--- src/rtl/assert_macros.svh ---
// assertion macros shared by the rgb pwm driver rtl
`ifndef ASSERT_MACROS_SVH
`define ASSERT_MACROS_SVH

// implication checked at every clock edge outside reset
`define RGBPWM_ASSERT(label, prop, msg) \
    label: assert property (@(posedge i_clk) disable iff (!i_rst_n) prop) else $error(msg);

// implication checked at every clock edge, reset included
`define RGBPWM_ASSERT_ALWAYS(label, prop, msg) \
    label: assert property (@(posedge i_clk) prop) else $error(msg);

`endif

--- src/rtl/rgbpwm_pkg.sv ---
// types and constants for the rgb color wheel pwm driver
package rgbpwm_pkg;

    localparam int LEVEL_W = 8;
    localparam int SLOT_W  = 8;
    localparam int MODE_W  = 2;
    localparam int CFG_IDX_W  = 1;
    localparam int CFG_DATA_W = 8;

    localparam logic [LEVEL_W-1:0] LEVEL_MAX = 8'hFF;
    localparam logic [LEVEL_W-1:0] LEVEL_MIN = 8'h00;
    localparam logic [SLOT_W-1:0]  SLOT_LAST = 8'd254;

    localparam logic [MODE_W-1:0] MODE_DEBUG   = 2'd0;
    localparam logic [MODE_W-1:0] MODE_RAINBOW = 2'd1;
    localparam logic [MODE_W-1:0] MODE_SOLID   = 2'd2;
    localparam logic [MODE_W-1:0] MODE_PULSE   = 2'd3;

    localparam logic [CFG_IDX_W-1:0] CFG_MODE    = 1'd0;
    localparam logic [CFG_IDX_W-1:0] CFG_PERIODS = 1'd1;

    localparam logic [MODE_W-1:0] MODE_RESET    = MODE_RAINBOW;
    localparam logic [SLOT_W-1:0] PERIODS_RESET = 8'd15;

    typedef struct packed {
        logic [LEVEL_W-1:0] red;
        logic [LEVEL_W-1:0] green;
        logic [LEVEL_W-1:0] blue;
    } t_rgb;

    localparam t_rgb LEVEL_RESET = '{red: LEVEL_MAX, green: LEVEL_MIN, blue: LEVEL_MIN};

endpackage

--- src/rtl/rgbpwm_fade.sv ---
// color wheel fade rules applied in order on the three levels
module rgbpwm_fade import rgbpwm_pkg::*; (
    input  logic i_enable,
    input  t_rgb i_level,
    output t_rgb o_level
);

    always_comb begin
        t_rgb v;
        v = i_level;
        if (i_enable) begin
            // blue to red
            if (v.blue > LEVEL_MIN && v.red == LEVEL_MAX && v.green == LEVEL_MIN) begin
                v.blue = v.blue - 8'd1;
            end
            if (v.blue == LEVEL_MAX && v.red < LEVEL_MAX && v.green == LEVEL_MIN) begin
                v.red = v.red + 8'd1;
            end
            // green to blue
            if (v.green > LEVEL_MIN && v.blue == LEVEL_MAX && v.red == LEVEL_MIN) begin
                v.green = v.green - 8'd1;
            end
            if (v.green == LEVEL_MAX && v.blue < LEVEL_MAX && v.red == LEVEL_MIN) begin
                v.blue = v.blue + 8'd1;
            end
            // red to green
            if (v.red > LEVEL_MIN && v.green == LEVEL_MAX && v.blue == LEVEL_MIN) begin
                v.red = v.red - 8'd1;
            end
            if (v.red == LEVEL_MAX && v.green < LEVEL_MAX && v.blue == LEVEL_MIN) begin
                v.green = v.green + 8'd1;
            end
        end
        o_level = v;
    end

endmodule

--- src/rtl/rgbpwm_timer.sv ---
// pwm slot counter and period group counter
module rgbpwm_timer import rgbpwm_pkg::*; (
    input  logic              i_clk,
    input  logic              i_rst_n,
    input  logic              i_step,
    input  logic [SLOT_W-1:0] i_periods,
    output logic [SLOT_W-1:0] o_slot,
    output logic              o_group_start
);

    logic [SLOT_W-1:0] r_slot, n_slot;
    logic [SLOT_W-1:0] r_period, n_period;
    logic [SLOT_W-1:0] period_inc;

    assign period_inc = r_period + 8'd1;

    always_comb begin
        n_slot   = r_slot;
        n_period = r_period;
        if (i_step) begin
            if (r_slot == SLOT_LAST) begin
                n_slot   = '0;
                n_period = (period_inc == i_periods) ? '0 : period_inc;
            end else begin
                n_slot = r_slot + 8'd1;
            end
        end
    end

    always_ff @(posedge i_clk) begin
        if (!i_rst_n) begin
            r_slot   <= '0;
            r_period <= '0;
        end else begin
            r_slot   <= n_slot;
            r_period <= n_period;
        end
    end

    assign o_slot        = r_slot;
    assign o_group_start = (r_slot == '0) && (r_period == '0);

endmodule

--- src/rtl/rgb_rainbow_pwm_driver_core.sv ---
// top level of the rgb color wheel pwm driver
// an accepted item's result is registered into the output register in the cycle after it is accepted
// throughput: one item per cycle; o_stall rises only while a result waits and i_stall is high
// the fade rules, pin compares and counter updates sit between state and output registers
// reset: synchronous active low; levels return to full red, counters to zero,
// mode to rainbow fade and the step period to fifteen
module rgb_rainbow_pwm_driver_core import rgbpwm_pkg::*; (
    input  logic                  i_clk,
    input  logic                  i_rst_n,
    input  logic                  i_valid,
    output logic                  o_stall,
    input  logic                  i_advance,
    output logic                  o_valid,
    input  logic                  i_stall,
    output logic                  o_red_pin,
    output logic                  o_green_pin,
    output logic                  o_blue_pin,
    output logic [LEVEL_W-1:0]    o_red_now,
    output logic [LEVEL_W-1:0]    o_green_now,
    output logic [LEVEL_W-1:0]    o_blue_now,
    input  logic                  i_cfg_we,
    input  logic [CFG_IDX_W-1:0]  i_cfg_index,
    input  logic [CFG_DATA_W-1:0] i_cfg_data
);

`include "assert_macros.svh"

    logic [MODE_W-1:0] r_mode;
    logic [SLOT_W-1:0] r_periods;
    t_rgb              r_level, n_level, fade_level;
    logic              accept, step, group_start, fade_en;
    logic [SLOT_W-1:0] slot;
    logic              r_out_valid;
    t_rgb              r_out_level;
    logic [2:0]        r_out_pins;

    // config registers
    always_ff @(posedge i_clk) begin
        if (!i_rst_n) begin
            r_mode    <= MODE_RESET;
            r_periods <= PERIODS_RESET;
        end else if (i_cfg_we) begin
            case (i_cfg_index)
                CFG_MODE:    r_mode    <= i_cfg_data[MODE_W-1:0];
                CFG_PERIODS: r_periods <= i_cfg_data[SLOT_W-1:0];
                default: ;
            endcase
        end
    end

    assign o_stall = r_out_valid & i_stall;
    assign accept  = i_valid & ~o_stall;
    assign step    = accept & i_advance;
    assign fade_en = step & group_start & (r_mode == MODE_RAINBOW);

    rgbpwm_timer u_timer (
        .i_clk         (i_clk),
        .i_rst_n       (i_rst_n),
        .i_step        (step),
        .i_periods     (r_periods),
        .o_slot        (slot),
        .o_group_start (group_start)
    );

    rgbpwm_fade u_fade (
        .i_enable (fade_en),
        .i_level  (r_level),
        .o_level  (fade_level)
    );

    assign n_level = fade_level;

    always_ff @(posedge i_clk) begin
        if (!i_rst_n) begin
            r_level <= LEVEL_RESET;
        end else begin
            r_level <= n_level;
        end
    end

    // output register
    always_ff @(posedge i_clk) begin
        if (!i_rst_n) begin
            r_out_valid <= 1'b0;
        end else if (accept) begin
            r_out_valid <= 1'b1;
        end else if (!i_stall) begin
            r_out_valid <= 1'b0;
        end
    end

    always_ff @(posedge i_clk) begin
        if (accept) begin
            r_out_level <= n_level;
            r_out_pins  <= {slot < n_level.red, slot < n_level.green, slot < n_level.blue};
        end
    end

    assign o_valid     = r_out_valid;
    assign o_red_pin   = r_out_pins[2];
    assign o_green_pin = r_out_pins[1];
    assign o_blue_pin  = r_out_pins[0];
    assign o_red_now   = r_out_level.red;
    assign o_green_now = r_out_level.green;
    assign o_blue_now  = r_out_level.blue;

    `RGBPWM_ASSERT(a_slot_range, slot != 8'd255, "slot counter left its range")
    `RGBPWM_ASSERT(a_accept_gives_result, accept |=> o_valid, "accepted item gave no result")
    `RGBPWM_ASSERT(a_levels_hold, !step |=> $stable(r_level), "levels changed without a step")
    `RGBPWM_ASSERT(a_fade_only_rainbow, (r_mode != MODE_RAINBOW) |-> (fade_level == r_level),
        "levels faded outside rainbow mode")
    `RGBPWM_ASSERT_ALWAYS(a_stall_needs_result, o_stall |-> o_valid,
        "input stalled with no result waiting")

endmodule

--- config.mk ---
export PLATFORM = sky130hd
export DESIGN_NAME = rgb_rainbow_pwm_driver_core
export DESIGN_NICKNAME = d
export VERILOG_FILES = /design/src/rtl/rgbpwm_pkg.sv /design/src/rtl/rgbpwm_fade.sv /design/src/rtl/rgbpwm_timer.sv /design/src/rtl/rgb_rainbow_pwm_driver_core.sv
export VERILOG_INCLUDE_DIRS = /design/src /design/src/rtl
export SDC_FILE = /design/constraint.sdc
export NUM_CORES = 1
export LEC_CHECK = 0
export ABC_AREA = 1
export BUFFER_PORTS_ARGS = -buffer_cell sky130_fd_sc_hd__buf_2
export CORE_MARGIN = 2
export CORE_UTILIZATION = 39
export DETAILED_ROUTE_END_ITERATION = 16
export GPL_ROUTABILITY_DRIVEN = 1
export SYNTH_ARGS = -nofsm -noshare
export SYNTH_HDL_FRONTEND = slang
export SYNTH_SLANG_ARGS = --single-unit
--- constraint.sdc ---
create_clock -name i_clk -period 5.7 [get_ports i_clk]
set_input_delay 1.14 -clock i_clk [delete_from_list [all_inputs] [get_ports i_clk]]
set_output_delay 1.14 -clock i_clk [all_outputs]
set_load 0.02 [all_outputs]
======== Word level (Yosys, flattened, before mapping) ========
Index checks and enable logic that the tools add are counted.
storage, ports and cells
  flip-flop bits (word level) ............. 78
  input port bits ......................... 15
  output and inout port bits .............. 29
operators by class
  add/subtract/negate cells ............... 8
  magnitude comparators ................... 9
  eq/ne operators ......................... 8
  muxes and demuxes ....................... 16
  bitwise gates (word level) .............. 7
  reductions and logical operators ........ 21
operators by type and width
  cell                                                    count
  two-way mux 8 bit                                       13
  adder 8 x 1 -> 8 bit (second input constant)            5
  equality test 8 bit (second input constant)             5
  zero test 8 bit                                         5
  > comparator 8 x 1 -> 1 bit (second input constant)     3
  less-than comparator 8 bit                              3
  less-than comparator 8 bit (second input constant)      3
  two-way mux 24 bit                                      1
  subtractor 8 x 1 -> 8 bit (second input constant)       3
  logical AND 1 bit                                       13
  equality test 8 bit                                     1
  AND reduction 2 bit                                     3
  bitwise AND 1 bit                                       5
  equality test 2 x 1 -> 1 bit (second input constant)    1
  two-way mux 1 bit                                       2
  inequality test 2 x 1 -> 1 bit (second input constant)  1
  inverter 1 bit                                          2

======== Longest topological paths before layout ========
  depth in word-level cells ............... 31
  depth in mapped cells ................... 51
  depth with buffers taken out ............ 50

======== Modules after synthesis ========
A second synthesis with hierarchy kept.
unflattened totals
  cell total of the unflattened synthesis .. 845
  area, all modules ....................... 5,893.2 um^2
by module, submodules not included
  module                       instances  cells an instance  area an instance (um^2)  sequential area each (um^2)
  rgb_rainbow_pwm_driver_core  1          241                2,449.8                  1,511.4
  rgbpwm_fade                  1          433                2,353.5                  0.0
  rgbpwm_timer                 1          171                1,089.8                  320.3

======== Least setup slack after synthesis ========
OpenSTA, ideal clock, no wires.
  path kind ............................... flip-flop to flip-flop
  start point ............................. register r_level[16] (netlist name)
  end point ............................... register r_out_pins[1], data pin
  library setup time ...................... 0.259 ns
  arrival ................................. 5.793 ns
  slack ................................... -0.352 ns
  cell stages (with the launch flop) ...... 44
  buffers on the path ..................... 1
  period minus slack after synthesis ...... 6.052 ns
  cell sequence ........................... dfxtp_1 > ha_1 > nand3_2 > nor2_4 > nand3_4 > xor2_1 > inv_1 > ha_1 > inv_1 > nor2_4 > nand2_4 > nor2_4 > nand3_2 > buf_6 > or2_2 > o21ai_0 > ha_1 > nand3_1 > (+8 left out) > o21ai_2 > nand2_2 > nor2_8 > nand3_4 > o21ai_2 > nand2_1 > nor2_2 > nand2_2 > nor2_1 > nand2_1 > xor2_1 > nand2_1 > o21ai_1 > inv_2 > ha_1 > nand2_1 > nor2_1 > a21oi_1
RTL lines
  item                      line                               RTL
  start: declaration        rgb_rainbow_pwm_driver_core.sv:30  t_rgb r_level, n_level, fade_level;
  start signal: assignment  rgb_rainbow_pwm_driver_core.sv:77  r_level <= n_level;
  end signal: assignment    rgb_rainbow_pwm_driver_core.sv:95  r_out_pins <= {slot < n_level.red, slot < n_level.green, slot < n_level.blue};
  end: declaration          rgb_rainbow_pwm_driver_core.sv:35  logic [2:0] r_out_pins;

==> out/summary.txt <==
Gate count of the mapped netlist -> 766
Area share of the leading cell type in the synthesized netlist -> 18.29%
Storage cell area -> 1839 um2
Total leakage power -> 4.050 nW
Drt pass-1 iters -> 5
Required arrival time at the worst endpoint -> 5.80 ns
I/O pin count -> 44
Transition time at the pin with the least slew margin -> 0.7785 ns
Share of final-layout standard cells stronger than drive strength 1 -> 39.19%
GRT Util Overall -> 21.50%
First-pass GRT wire length -> 25.17 mm
Critical path fanouts, max -> 8
Delay of the slowest cell on the worst path -> 0.32 ns
Ratio of routed vias to standard cells -> 4.882
TritonCTS buffer count -> 9
Area of the mapped netlist -> 5582 um2
Post-Syn Nets -> 816
Number of remaining DRC errors -> 0
ANT cells -> 0
Instance area at placement -> 6940 um2
Clk_lat worst skew -> 0.35 ns
Top area cells in the synthesized netlist -> sky130_fd_sc_hd__dfxtp_1 18%, sky130_fd_sc_hd__edfxtp_1 15%, sky130_fd_sc_hd__nand2_1 14%
Iteration-0 DRC count of the detailed router -> 375
Part of the total power dissipated in the clock network -> 29.8%
Syn_area_per_cell -> 7.287 um2
Slew Limit Fails -> 0
Hold buffer count at CTS -> 0
Count of different cell masters after synthesis -> 50
Sink Count -> 78
Area of the multi-input gates -> 3684 um2
Detailed placer's ending HPWL -> 11.81 mm
Most used flip-flop cell after synthesis -> sky130_fd_sc_hd__dfxtp_1
Time the worst path needs with I/O delays and setup -> 6.038 ns
Power Dens Cells -> 257.1 nW/um2
Number of flops mapped to enable cells by yosys -> 27
Post-synth top area cell -> sky130_fd_sc_hd__dfxtp_1
DIE AREA -> 15280 um2
Clock Path Buffers -> 2
Final cell area excluding filler cells -> 7935 um2
Die boundary height -> 123.6 um
Cell repeated most along the worst path -> sky130_fd_sc_hd__nand2_1
Switching pwr -> 0.7056 mW
Failing checks -> negative setup slack
CP endpoint kind -> register
Fin crit share -> 105.9%
Share of total power in combinational logic -> 39.5%
Proportion of total power due to net switching -> 34.58%
Asr flop ratio synth -> 0%
Number of buffer cells added on primary ports -> 43
Internal -> 1.335 mW
Most frequent cells after synthesis -> 203 x sky130_fd_sc_hd__nand2_1, 106 x sky130_fd_sc_hd__inv_1, 56 x sky130_fd_sc_hd__nor2_1
Total Neg Setup Slack -> -0.3710 ns
Total congestion overflow -> 0
Worst hold slack -> 0.4648 ns
Slowest cell on crit path -> sky130_fd_sc_hd__dfxtp_2
Cell at the root of the clock tree -> sky130_fd_sc_hd__clkbuf_16
Final hold vios -> 0
Die width -> 123.6 um
Maximum number of pins on one net before global-route repair -> 29
Initial Util -> 40.06%
# Max-Cap Violations -> 0
Number of antenna violations at the first check in global routing -> 0
Worst-case setup margin in the final layout -> -0.3379 ns
Synthesis warning total -> 0
Area delta synth->final -> 42.17%
Part of the power in registers -> 30.7%
Total of fill cells in the finished design -> 1263
Number of core rows -> 43
Type of the most critical hold path -> register to register
Vias after detailed routing -> 5600
CTS clk-pin slew, worst paths -> 0.07 ns
Number of flip-flops and latches in the synthesized netlist -> 78
H-tree depth -> 3
Total Wirelength -> 16.23 mm
Category of the critical setup timing path -> register to register
Peak clock frequency supported by timing -> 0.1656 GHz
Clock tree from TritonCTS -> built
Antenna Violating Nets Remaining -> 0
Setup repair after global routing missed its margin -> true
Startpoint type of the worst setup path -> register
Post-layout net count -> 1012
IR drop worst, VDD -> 0.0001516 V
Run status -> finished with violations
Sequential cell area fraction in the yosys report -> 32.82%
Number of global-route vias before repair -> 5096
Wirelength per Cell -> 14.15 um
Worst clock skew on the final layout -> 0.01369 ns
Crit path DAT -> 6.13 ns
Final weighted congestion of routability-driven global placement -> 0.9093
Setup-failing EPs final -> 4
Worst-case headroom to the max-slew limit -> 48.04%
Top-count cell post-synth -> sky130_fd_sc_hd__nand2_1
Standard cell core area -> 13930 um2
## path summary, 6_finish.rpt
check	from	endpoint	slack, ns	cells after the start
hold reg to reg	r_periods[6]$_SDFFE_PN0P_	r_periods[6]$_SDFFE_PN0P_	0.46	2
setup reg to reg	r_level[1]$_SDFF_PN0_	r_out_pins[1]$_DFFE_PP_	-0.34	46
hold / removal	r_periods[6]$_SDFFE_PN0P_	r_periods[6]$_SDFFE_PN0P_	0.46	2
setup / recovery	r_level[1]$_SDFF_PN0_	r_out_pins[1]$_DFFE_PP_	-0.34	46
## timing repair
item,4_1_cts,5_1_grt
setup buffers,22,16
resized for setup,28,81
setup endpoints to repair,3,17
gates cloned,2,0
pin swaps,30,60
## power groups by stage
stage	sequential (mW)	combinational (mW)	clock, mW
2_1_floorplan	0.658	0.342	0
6_report	0.626	0.806	0.608
5_1_grt	0.628	0.876	0.642
3_5_place_dp	0.638	0.618	0
4_1_cts	0.625	0.690	0.620
3_3_place_gp	0.636	0.617	0
## through the flow
stage	std cells	worst slack, ns	utilization, %	power, mW
after detailed placement	1095	-0.2887	49.81	1.255
final	1147	-0.3379	56.95	2.040
after floorplan	766	-0.1292	-	1.000
after global routing	1147	-0.6986	56.95	2.146
after CTS	1135	-0.08261	54.22	1.936
after global placement	1095	-0.1511	49.81	1.253
## sequential cells by signal, indices dropped and copies added, names as in the netlist
name and cells:
r_out_pins 3, o_green_now 8, r_periods 8, r_mode 2
r_level 24, o_red_now 8, o_blue_now 8, o_valid 1
u_timer.r_period 8, u_timer.o_slot 8
## placed cells by master (no fill, tap or decap), types with 18 or more instances in the layout
cell type	instances
sky130_fd_sc_hd__a21oi_1	18
sky130_fd_sc_hd__nand2_1	170
sky130_fd_sc_hd__edfxtp_1	27
sky130_fd_sc_hd__nand2_2	48
sky130_fd_sc_hd__buf_2	43
sky130_fd_sc_hd__dfxtp_1	45
sky130_fd_sc_hd__ha_1	23
sky130_fd_sc_hd__buf_4	145
sky130_fd_sc_hd__inv_1	94
sky130_fd_sc_hd__nand4_1	38
sky130_fd_sc_hd__xor2_1	30
sky130_fd_sc_hd__nor2_1	49
sky130_fd_sc_hd__nand3_1	36
sky130_fd_sc_hd__inv_2	22
## layout make-up
type	instances	share of cell area [%]
clock buffers	11	3.469
clock inverters	5	0.5676
inverters	121	5.818
flip-flops and latches	78	23.18
multi-input cells	555	46.42
repair buffers	197	17.71
well taps	180	2.838
## critical path: cells and delay by family (launching register included)
| kind | cells | cell delay [ns] |
|---|---|---|
| flops | 1 | 0.32 |
| simple gates | 31 | 3.61 |
| fa+ha+maj | 5 | 0.94 |
| buf+inv | 5 | 0.28 |
| compound gates | 5 | 0.61 |
## layer usage
metal  global-route usage [%]  share of wire (%)  wire length [um]  vias up
li1                         -                  -                 -     2894
met4                    7.599                2.1               339        0
met3                    2.793                3.6               585       26
met1                    29.69                 46              7496     2569
met2                    34.55                 48              7813      111
met5                        0                  0                 0        -
## cell families (layout without fill, tap and decap cells)
| logic type | count (synthesis) | after routing | share of synthesized area, % |
|---|---|---|---|
| flops | 78 | 78 | 32.82 |
| compound gates | 69 | 69 | 7.577 |
| xor+xnor | 37 | 37 | 5.806 |
| simple gates | 412 | 414 | 36.29 |
| fa+ha+maj | 35 | 35 | 7.846 |
| buf+inv | 135 | 334 | 9.661 |
Power figures use the tool's default switching activity.
